## config.mk

```make
export PLATFORM = sky130hd
export DESIGN_NAME = click_detect_led_toggle_blink
export DESIGN_NICKNAME = d
export VERILOG_FILES = /design/src/hw/rtl/clb_pkg.sv /design/src/hw/rtl/click_detect_led_toggle_blink.sv
export VERILOG_INCLUDE_DIRS = /design/src /design/src/hw/rtl
export SDC_FILE = /design/constraint.sdc
export NUM_CORES = 1
export LEC_CHECK = 0
export BUFFER_PORTS_ARGS = -buffer_cell sky130_fd_sc_hd__buf_2
export CAP_MARGIN = 10
export CORE_AREA = 2 2 101 103
export DETAILED_ROUTE_END_ITERATION = 6
export DIE_AREA = 0 0 103 105
export HOLD_SLACK_MARGIN = 0.08
export MAX_ROUTING_LAYER = met4
export PLACE_DENSITY = 0.86
export SYNTH_ARGS = -nofsm -noshare
export SYNTH_HDL_FRONTEND = slang
export SYNTH_SLANG_ARGS = --single-unit
```

## constraint.sdc

```tcl
create_clock -name clk -period 4.6 [get_ports clk]
set_input_delay 0.23 -clock clk [delete_from_list [all_inputs] [get_ports clk]]
set_output_delay 0.23 -clock clk [all_outputs]
set_load 0.005 [all_outputs]
```

## src/hw/rtl/click_detect_led_toggle_blink_defines.svh

```systemverilog
// Assertion macros for the click detector.
// Used by click_detect_led_toggle_blink.sv; expects clk and arst_n in scope.
`ifndef CLICK_DETECT_LED_TOGGLE_BLINK_DEFINES_SVH
`define CLICK_DETECT_LED_TOGGLE_BLINK_DEFINES_SVH

// same-cycle implication, checked out of reset
`define CLB_ASSERT_SAME(label, ante, cons) \
	label: assert property (@(posedge clk) disable iff (!arst_n) (ante) |-> (cons)) \
		else $error("click detector check failed");

// next-cycle implication, checked out of reset
`define CLB_ASSERT_NEXT(label, ante, cons) \
	label: assert property (@(posedge clk) disable iff (!arst_n) (ante) |=> (cons)) \
		else $error("click detector check failed");

`endif

```

## src/hw/rtl/clb_pkg.sv

```systemverilog
// Shared types, codes and reset values for the click detector.
// No dependencies; imported by click_detect_led_toggle_blink.
`timescale 1ns / 1ps

package clb_pkg;

	localparam int CntW   = 16;
	localparam int PhaseW = 3;
	localparam int RegIdxW = 2;

	localparam logic [CntW-1:0] DebounceReset    = 16'd50;
	localparam logic [CntW-1:0] DoubleClickReset = 16'd400;
	localparam logic [CntW-1:0] BlinkReset       = 16'd250;

	localparam logic [RegIdxW-1:0] REG_DEBOUNCE     = 2'd0;
	localparam logic [RegIdxW-1:0] REG_DOUBLE_CLICK = 2'd1;
	localparam logic [RegIdxW-1:0] REG_BLINK        = 2'd2;

	localparam logic [PhaseW-1:0] PHASE_IDLE  = 3'd0;
	localparam logic [PhaseW-1:0] PHASE_DEB1  = 3'd1;
	localparam logic [PhaseW-1:0] PHASE_REL1  = 3'd2;
	localparam logic [PhaseW-1:0] PHASE_WAIT2 = 3'd3;
	localparam logic [PhaseW-1:0] PHASE_DEB2  = 3'd4;
	localparam logic [PhaseW-1:0] PHASE_REL2  = 3'd5;

	typedef enum logic [5:0] {
		ST_IDLE  = 6'b000001,
		ST_DEB1  = 6'b000010,
		ST_REL1  = 6'b000100,
		ST_WAIT2 = 6'b001000,
		ST_DEB2  = 6'b010000,
		ST_REL2  = 6'b100000
	} click_state_t;

	function automatic logic [PhaseW-1:0] phase_code(input click_state_t st);
		logic [PhaseW-1:0] code;
		unique case (st)
			ST_DEB1:  code = PHASE_DEB1;
			ST_REL1:  code = PHASE_REL1;
			ST_WAIT2: code = PHASE_WAIT2;
			ST_DEB2:  code = PHASE_DEB2;
			ST_REL2:  code = PHASE_REL2;
			default:  code = PHASE_IDLE;
		endcase
		return code;
	endfunction

	function automatic logic [CntW-1:0] sat_inc(input logic [CntW-1:0] v);
		return (v == {CntW{1'b1}}) ? v : v + 1'b1;
	endfunction

endpackage

```

## src/hw/rtl/click_detect_led_toggle_blink.sv

```systemverilog
// Button debounce, single/double click detector with LED toggle and blink mode.
// Depends on clb_pkg and click_detect_led_toggle_blink_defines.svh.
//
//  channel | direction | handshake          | payload
//  in      | input     | in_valid/in_stall  | button_level
//  out     | output    | out_valid/out_stall| led_on, single_click, double_click,
//          |           |                    | blink_active, button_phase
//  cfg     | input     | cfg_wr_en          | cfg_index, cfg_data
//
// One item per cycle unless stalled; results appear the cycle after acceptance.
// A single output register holds the result; in_stall is high only while that
// register is full and out_stall holds it.
// Reset clears all but the payload outputs; loads register defaults 50/400/250.
`timescale 1ns / 1ps
`include "click_detect_led_toggle_blink_defines.svh"

module click_detect_led_toggle_blink (
	input  logic                          clk,
	input  logic                          arst_n,
	input  logic                          cfg_wr_en,
	input  logic [clb_pkg::RegIdxW-1:0]   cfg_index,
	input  logic [clb_pkg::CntW-1:0]      cfg_data,
	input  logic                          in_valid,
	output logic                          in_stall,
	input  logic                          button_level,
	output logic                          out_valid,
	input  logic                          out_stall,
	output logic                          led_on,
	output logic                          single_click,
	output logic                          double_click,
	output logic                          blink_active,
	output logic [clb_pkg::PhaseW-1:0]    button_phase
);
	import clb_pkg::*;

	logic [CntW-1:0] debounce_q, double_click_q, blink_q;
	click_state_t    state_q, state_d;
	logic [CntW-1:0] click_elapsed_q, click_elapsed_d;
	logic [CntW-1:0] blink_elapsed_q, blink_elapsed_d;
	logic            pending_q, pending_d;
	logic            blink_mode_q, blink_mode_d;
	logic            led_q, led_d;
	logic            single_d, double_d;
	logic            pressed, accept;
	logic [CntW-1:0] click_inc, blink_inc;

	assign in_stall = out_valid & out_stall;
	assign accept   = in_valid & ~in_stall;
	assign pressed  = ~button_level;

	always_ff @(posedge clk or negedge arst_n) begin
		if (!arst_n) begin
			debounce_q     <= DebounceReset;
			double_click_q <= DoubleClickReset;
			blink_q        <= BlinkReset;
		end else if (cfg_wr_en) begin
			unique case (cfg_index)
				REG_DEBOUNCE:     debounce_q     <= cfg_data;
				REG_DOUBLE_CLICK: double_click_q <= cfg_data;
				REG_BLINK:        blink_q        <= cfg_data;
				default:          ;
			endcase
		end
	end

	always_comb begin
		click_inc       = sat_inc(click_elapsed_q);
		blink_inc       = sat_inc(blink_elapsed_q);
		state_d         = state_q;
		click_elapsed_d = click_inc;
		blink_elapsed_d = blink_inc;
		single_d        = 1'b0;
		double_d        = 1'b0;
		blink_mode_d    = blink_mode_q;
		led_d           = led_q;

		unique case (state_q)
			ST_DEB1: begin
				if (click_inc >= debounce_q)
					state_d = pressed ? ST_REL1 : ST_IDLE;
			end
			ST_REL1: begin
				if (!pressed) begin
					state_d         = ST_WAIT2;
					click_elapsed_d = '0;
				end
			end
			ST_WAIT2: begin
				if (pressed) begin
					state_d         = ST_DEB2;
					click_elapsed_d = '0;
				end else if (click_inc >= double_click_q) begin
					single_d = 1'b1;
					state_d  = ST_IDLE;
				end
			end
			ST_DEB2: begin
				if (click_inc >= debounce_q) begin
					if (pressed) begin
						state_d = ST_REL2;
					end else begin
						single_d = 1'b1;
						state_d  = ST_IDLE;
					end
				end
			end
			ST_REL2: begin
				if (!pressed) begin
					double_d     = 1'b1;
					blink_mode_d = ~blink_mode_q;
					state_d      = ST_IDLE;
				end
			end
			default: begin
				state_d = ST_IDLE;
				if (pressed) begin
					state_d         = ST_DEB1;
					click_elapsed_d = '0;
				end
			end
		endcase

		pending_d = pending_q | single_d;

		if (blink_mode_d) begin
			if (blink_inc >= blink_q) begin
				blink_elapsed_d = '0;
				led_d           = ~led_q;
			end
		end else if (pending_d) begin
			pending_d = 1'b0;
			led_d     = ~led_q;
		end
	end

	always_ff @(posedge clk or negedge arst_n) begin
		if (!arst_n) begin
			state_q         <= ST_IDLE;
			click_elapsed_q <= '0;
			blink_elapsed_q <= '0;
			pending_q       <= 1'b0;
			blink_mode_q    <= 1'b0;
			led_q           <= 1'b0;
		end else if (accept) begin
			state_q         <= state_d;
			click_elapsed_q <= click_elapsed_d;
			blink_elapsed_q <= blink_elapsed_d;
			pending_q       <= pending_d;
			blink_mode_q    <= blink_mode_d;
			led_q           <= led_d;
		end
	end

	// result register
	always_ff @(posedge clk or negedge arst_n) begin
		if (!arst_n) begin
			out_valid <= 1'b0;
		end else if (accept) begin
			out_valid <= 1'b1;
		end else if (!out_stall) begin
			out_valid <= 1'b0;
		end
	end

	always_ff @(posedge clk) begin
		if (accept) begin
			led_on       <= led_d;
			single_click <= single_d;
			double_click <= double_d;
			blink_active <= blink_mode_d;
			button_phase <= phase_code(state_d);
		end
	end

	`CLB_ASSERT_SAME(a_click_exclusive, out_valid, !(single_click && double_click))
	`CLB_ASSERT_SAME(a_click_ends_idle, out_valid && (single_click || double_click),
		button_phase == PHASE_IDLE)
	`CLB_ASSERT_NEXT(a_accept_gives_result, accept, out_valid)
	`CLB_ASSERT_NEXT(a_double_flips_mode, accept && double_d, blink_mode_q != $past(blink_mode_q))

endmodule

```

-- Yosys cells after proc, flatten, opt, wreduce, memory -nomap -nowiden
Cells that the tools add are included.
- output and inout port bits: 9
- flip-flop bits (word level): 97
- input port bits: 24
- word-level logic and storage cells: 77
- order comparisons: 3
- reductions and logical operators: 5
- mux-type cells: 31
- eq/ne operators: 15
- bitwise logic cells: 6
- add/sub/neg operators: 2
- operators by type and width (cell ; count):
    16-bit two-way mux ; 6
    16-bit greater-or-equal comparator ; 3
    6-bit two-way mux ; 7
    16-bit by 1-bit adder with 16-bit output, second input constant ; 2
    16-bit equality test, second input constant ; 2
    16-bit one-hot mux with 2 select lines ; 1
    6-bit one-hot mux with 5 select lines ; 1
    3-bit one-hot mux with 5 select lines ; 1
    6-bit by 2-bit equality test with 1-bit output, second input constant ; 2
    6-bit by 3-bit equality test with 1-bit output, second input constant ; 2
    6-bit by 4-bit equality test with 1-bit output, second input constant ; 2
    6-bit by 5-bit equality test with 1-bit output, second input constant ; 2
    6-bit equality test, second input constant ; 2
    1-bit two-way mux ; 12
    2-bit AND reduction ; 3
    3-bit two-way mux ; 1
    1-bit inverter ; 3
    3-bit OR reduction ; 1
    1-bit AND ; 2
    2-bit by 1-bit equality test with 1-bit output, second input constant ; 1
    2-bit equality test, second input constant ; 1
    2-bit logical NOT ; 1
    2-bit two-way mux ; 1
    2-bit by 1-bit inequality test with 1-bit output, second input constant ; 1
    2 further kinds ; 2

-- Logic depth before layout (Yosys ltp)
- word-level depth: 9
- gate-level depth with buffers: 17
- depth with buffers taken out: 16

-- Least setup slack after synthesis
Ideal clock, no wire load.
- path type: register to register
- from: register click_elapsed_q[3]
- to: register led_on, data pin
- arrival time: 3.602 ns
- stages on the path, launching flop included: 16
- setup slack: 0.736 ns
- data required time: 4.338 ns
- library setup time: 0.262 ns
- period minus slack after synthesis: 3.864 ns
- path buffers: 2
- path through: dfrtp_1 -> clkbuf_1 -> nand4_1 -> nor4_1 -> nand4_1 -> clkbuf_1 -> xnor2_1 -> ha_1 -> nand2b_1 -> a2111oi_0 -> o31ai_1 -> a2111o_1 -> nand2_1 -> a21oi_1 -> o31ai_1 -> xnor2_1
- word-level cells in the longest chain between the ends: 9
- elaborated cells on any way between the ends: 12
- those cells by class: add/sub (1); order compare (2); eq/ne (1); mux (7); bitwise (1)
- ends and longest elaborated chain (what ; line ; source):
    from (decl) ; click_detect_led_toggle_blink.sv:38 ; logic [CntW-1:0] click_elapsed_q, click_elapsed_d;
    from (signal assigned) ; click_detect_led_toggle_blink.sv:146 ; click_elapsed_q <= click_elapsed_d;
    16-bit by 1-bit adder with 16-bit output / 16-bit equality test (equally long branches) ; clb_pkg.sv:49 ; return (v == {CntW{1'b1}}) ? v : v + 1'b1;
    16-bit two-way mux * ; clb_pkg.sv:49 ;
    16-bit greater-or-equal comparator ; click_detect_led_toggle_blink.sv:92 ; end else if (click_inc >= double_click_q) begin
    1-bit two-way mux ; click_detect_led_toggle_blink.sv:92 ;
    1-bit two-way mux ; click_detect_led_toggle_blink.sv:89 ; if (pressed) begin
    1-bit one-hot mux with 2 select lines * ; click_detect_led_toggle_blink.sv:77 ; unique case (state_q)
    named net single_d ; click_detect_led_toggle_blink.sv:43 ; logic single_d, double_d;
    1-bit bitwise OR * ; click_detect_led_toggle_blink.sv:123 ; pending_d = pending_q | single_d;
    1-bit two-way mux * ; click_detect_led_toggle_blink.sv:130 ; end else if (pending_d) begin
    1-bit two-way mux * ; click_detect_led_toggle_blink.sv:125 ; if (blink_mode_d) begin
    named net led_d ; click_detect_led_toggle_blink.sv:42 ; logic led_q, led_d;
    to (signal assigned) ; click_detect_led_toggle_blink.sv:167 ; led_on <= led_d;
    to (decl) ; click_detect_led_toggle_blink.sv:28 ; output logic led_on,
The timed path passes the listed nets; every way through them passes the cells marked *.
A chain may end at the register's enable or synchronous reset.

-- Worst setup path in the final report
- from: register click_elapsed_q[0]
- to: register led_on, data pin
The elaborated chain is that of the path after synthesis.

==> flow_metrics.env <==
export IMPL_min_period_ns=4.30
export IMPL_cts_tree="done"
export IMPL_drc=0
export IMPL_synth_area_per_cell_um2=9.51
export IMPL_ir_drop_v=0.000221
export IMPL_synth_cell_type_count=60
export IMPL_io_buffers=32
export IMPL_tightest_slew_ns=0.894
export IMPL_antenna_found_initial=0
export IMPL_wire_per_inst_um=16.2
export IMPL_drt_iter0_drc=248
export IMPL_critical_path_class="reg2reg"
export IMPL_cts_inserted_buffers=9
export IMPL_final_nets=728
export IMPL_grt_pass1_wl_um=21700
export IMPL_synth_edf_count=7
export IMPL_dieWidth_um=103
export IMPL_grt_usage_pct=26.0
export IMPL_detail_route_antenna_nets=0
export IMPL_initial_core_util_pct=61.2
export IMPL_synth_warnings=0
export IMPL_grt_max_degree=54
export IMPL_worstHoldPathType="in2reg"
export IMPL_ys_ff_latch=97
export IMPL_clk_pin_slew_worst_paths_ns=0.10
export IMPL_cp_end_kind="flip-flop"
export IMPL_leakagePower_nw=3.09
export IMPL_cts_sinks=97
export IMPL_synth_seq_area_share_pct=42.0
export IMPL_startpoint_type="flip-flop"
export IMPL_vias_per_cell=5.84
export IMPL_placed_cell_area_um2=6200
export IMPL_maxCapViolCount=0
export IMPL_die_area_um2=10800
export IMPL_insertion_delay_ns=0.37
export IMPL_finalInstanceArea_um2=6470
export IMPL_rsz0062_at_grt="false"
export IMPL_clock_skew_ns=0.0140
export IMPL_synthArstFlopShare_pct=92.8
export IMPL_rows=36
export IMPL_vias=4627
export IMPL_drive_above_1_share_pct=17.6
export IMPL_synthCells=620
export IMPL_reg2regPathDepth=15
export IMPL_hold_viol=0
export IMPL_hold_depth=3
export IMPL_synth_area_um2=5900
export IMPL_outcome="complete, no violations"
export IMPL_synth_nets=694
export IMPL_grt_pass1_vias=4650
export IMPL_setup_viol=0
export IMPL_dieHeight_um=105
export IMPL_htree_num_levels=3
export IMPL_fin_tns_setup_ns=0
export IMPL_drt_first_pass_iters=6
export IMPL_power_density_nw_per_um2=360
export IMPL_dominantRegCellSynth="dfrtp_1"
export IMPL_clock_path_buffers=2
export IMPL_required_ns=4.72
export IMPL_n_antenna_cell=0
export IMPL_hpwlAfterDp_um=9320
export IMPL_place_congestion=0.894
export IMPL_fin_crit_sh_pct=93.5
export IMPL_n_fill_cell=762
export IMPL_relSlewSlack_pct=40.2
export IMPL_core_region_area_um2=9640
export IMPL_wl_um=12800
export IMPL_final_max_slew_viol_count=0
export IMPL_cts_root_buf="clkbuf_8"
export IMPL_crit_arrival_ns=4.42
export IMPL_io_pins=33
export IMPL_area_growth_pct=9.68
export IMPL_max_freq_mhz=233
export IMPL_grt_overflow=0
export IMPL_cp_max_fo=12
==> metrics by stage <==
step / power, mW / util (%) / instances / hold WS [ns] / worst slack [ns]
2_1_floorplan: 1.49 / - / 620 / -0.0656 / 0.736
3_3_place_gp: 1.61 / 64.3 / 774 / 0.310 / 0.566
3_5_place_dp: 1.66 / 64.3 / 774 / 0.309 / 0.374
4_1_cts: 2.34 / 67.0 / 792 / 0.105 / 0.302
5_1_grt: 2.47 / 67.1 / 792 / 0.115 / 0.0820
6_report: 2.33 / 67.1 / 792 / 0.113 / 0.299
==> layout make-up <==
cell class	instances	area, µm²	share of cell area, %
multi-input combinational	446	3120	48.3
sequential	97	2480	38.3
timing repair buffer	40	228	3.52
inverter	60	228	3.52
tap	133	166	2.57
clock buffer	11	141	2.19
clock inverter	5	104	1.61
==> sequential cells by signal, indices dropped and copies added (netlist names), 3 cells and up <==
register and flops:
double_click_q 16, debounce_q 16, blink_elapsed_q 16, blink_q 16
state_q 6, click_elapsed_q 16, button_phase 3
==> power by group <==
| group | switching [mW] | leakage (nW) | internal [mW] |
|---|---|---|---|
| combinational | 0.301 | 1.78 | 0.250 |
| clock | 0.296 | 0.124 | 0.376 |
| sequential | 0.0990 | 1.19 | 1.00 |
| total | 0.697 | 3.09 | 1.63 |
==> metal layers <==
metal	track usage [%]	wire length [µm]
met1	33.3	5610
met2	41.8	6510
met3	4.21	458
met4	9.02	237
met5	-	0
==> Yosys cell counts, types with 10 or more instances <==
master,number,share of area [%]
dfrtp_1,77,33
a21oi_1,21,1.8
xnor2_1,20,3.0
mux2_2,34,6.5
nor2_1,39,2.5
o21ai_0,52,4.4
inv_1,57,3.6
dfstp_2,13,5.8
nand2b_1,12,1.3
clkbuf_1,14,0.89
ha_1,50,11
nand2_1,72,4.6
nand3_1,26,2.2
a21o_1,10,1.3
nand4_1,15,1.6
==> critical path: stages (launching register included) <==
cell and delay, ns:
dfrtp_1 0.43, ha_1 0.22, nand2_1 0.15, nor4_2 0.38, nand4_1 0.14, buf_4 0.19
xnor2_1 0.21, ha_1 0.27, nand2b_1 0.15, a2111oi_0 0.47, o31ai_1 0.21, a2111o_1 0.54
nand2_1 0.14, a21oi_1 0.13, o31ai_1 0.30, xnor2_1 0.13
==> cells by family after synthesis <==
family          Yosys count  share of synthesized area [%]
xor+xnor                 29                           4.63
simple gates            207                           17.4
flops                    97                           42.0
fa+ha+maj                50                           10.6
mux                      37                           7.00
buf+inv                  77                           5.22
compound gates          123                           13.1
==> path summary, 6_finish.rpt <==
check | from | endpoint | slack, ns
max in group asynchronous | arst_n | debounce_q[1]$_DFFE_PN1P_ | 3.20
min | cfg_data[11] | debounce_q[11]$_DFFE_PN0P_ | 0.11
min in group asynchronous | arst_n | blink_elapsed_q[3]$_DFFE_PN0P_ | 0.43
min reg2reg | double_click_q[12]$_DFFE_PN0P_ | double_click_q[12]$_DFFE_PN0P_ | 0.51
max | click_elapsed_q[0]$_DFFE_PN0P_ | led_on$_DFFE_PP_ | 0.30
max reg2reg | click_elapsed_q[0]$_DFFE_PN0P_ | led_on$_DFFE_PP_ | 0.30
==> layout by cell type (no fill, tap or decap), types with 3 or more instances in the layout <==
cell       synthesis  layout
nand4_1           15      15
nor2_1            39      39
clkbuf_8           0      10
xnor2_1           20      20
bufinv_16          0       3
ha_1              50      50
buf_4              0       7
o21a_1             4       4
dfstp_2           13      13
mux2_2            34      34
mux2i_1            3       3
inv_1             57      57
nor2b_1            5       5
a21o_1            10      10
nor3_1             4       4
a22o_1             8       8
nand2_1           72      72
xor2_1             8       8
and4_1             3       3
dfrtp_1           77      77
nand2b_1          12      12
o31ai_1            4       4
edfxtp_1           7       7
nand3b_1           6       6
o21ai_0           52      52
nor4_1             4       3
and3_1             5       5
buf_2              1      31
a31oi_1            5       5
nor4b_1            3       3
nand3_1           26      26
a211oi_1           3       3
a21oi_1           21      21
==> what timing repair did <==
item / 4_1_cts / 5_1_grt
setup buffers: 0 / 0
endpoints found under the hold margin: 51 / 0
hold buffers: 2 / 0
resized for setup: 0 / 2
setup endpoints to repair: 0 / 4
Power figures use the tool's default switching activity.
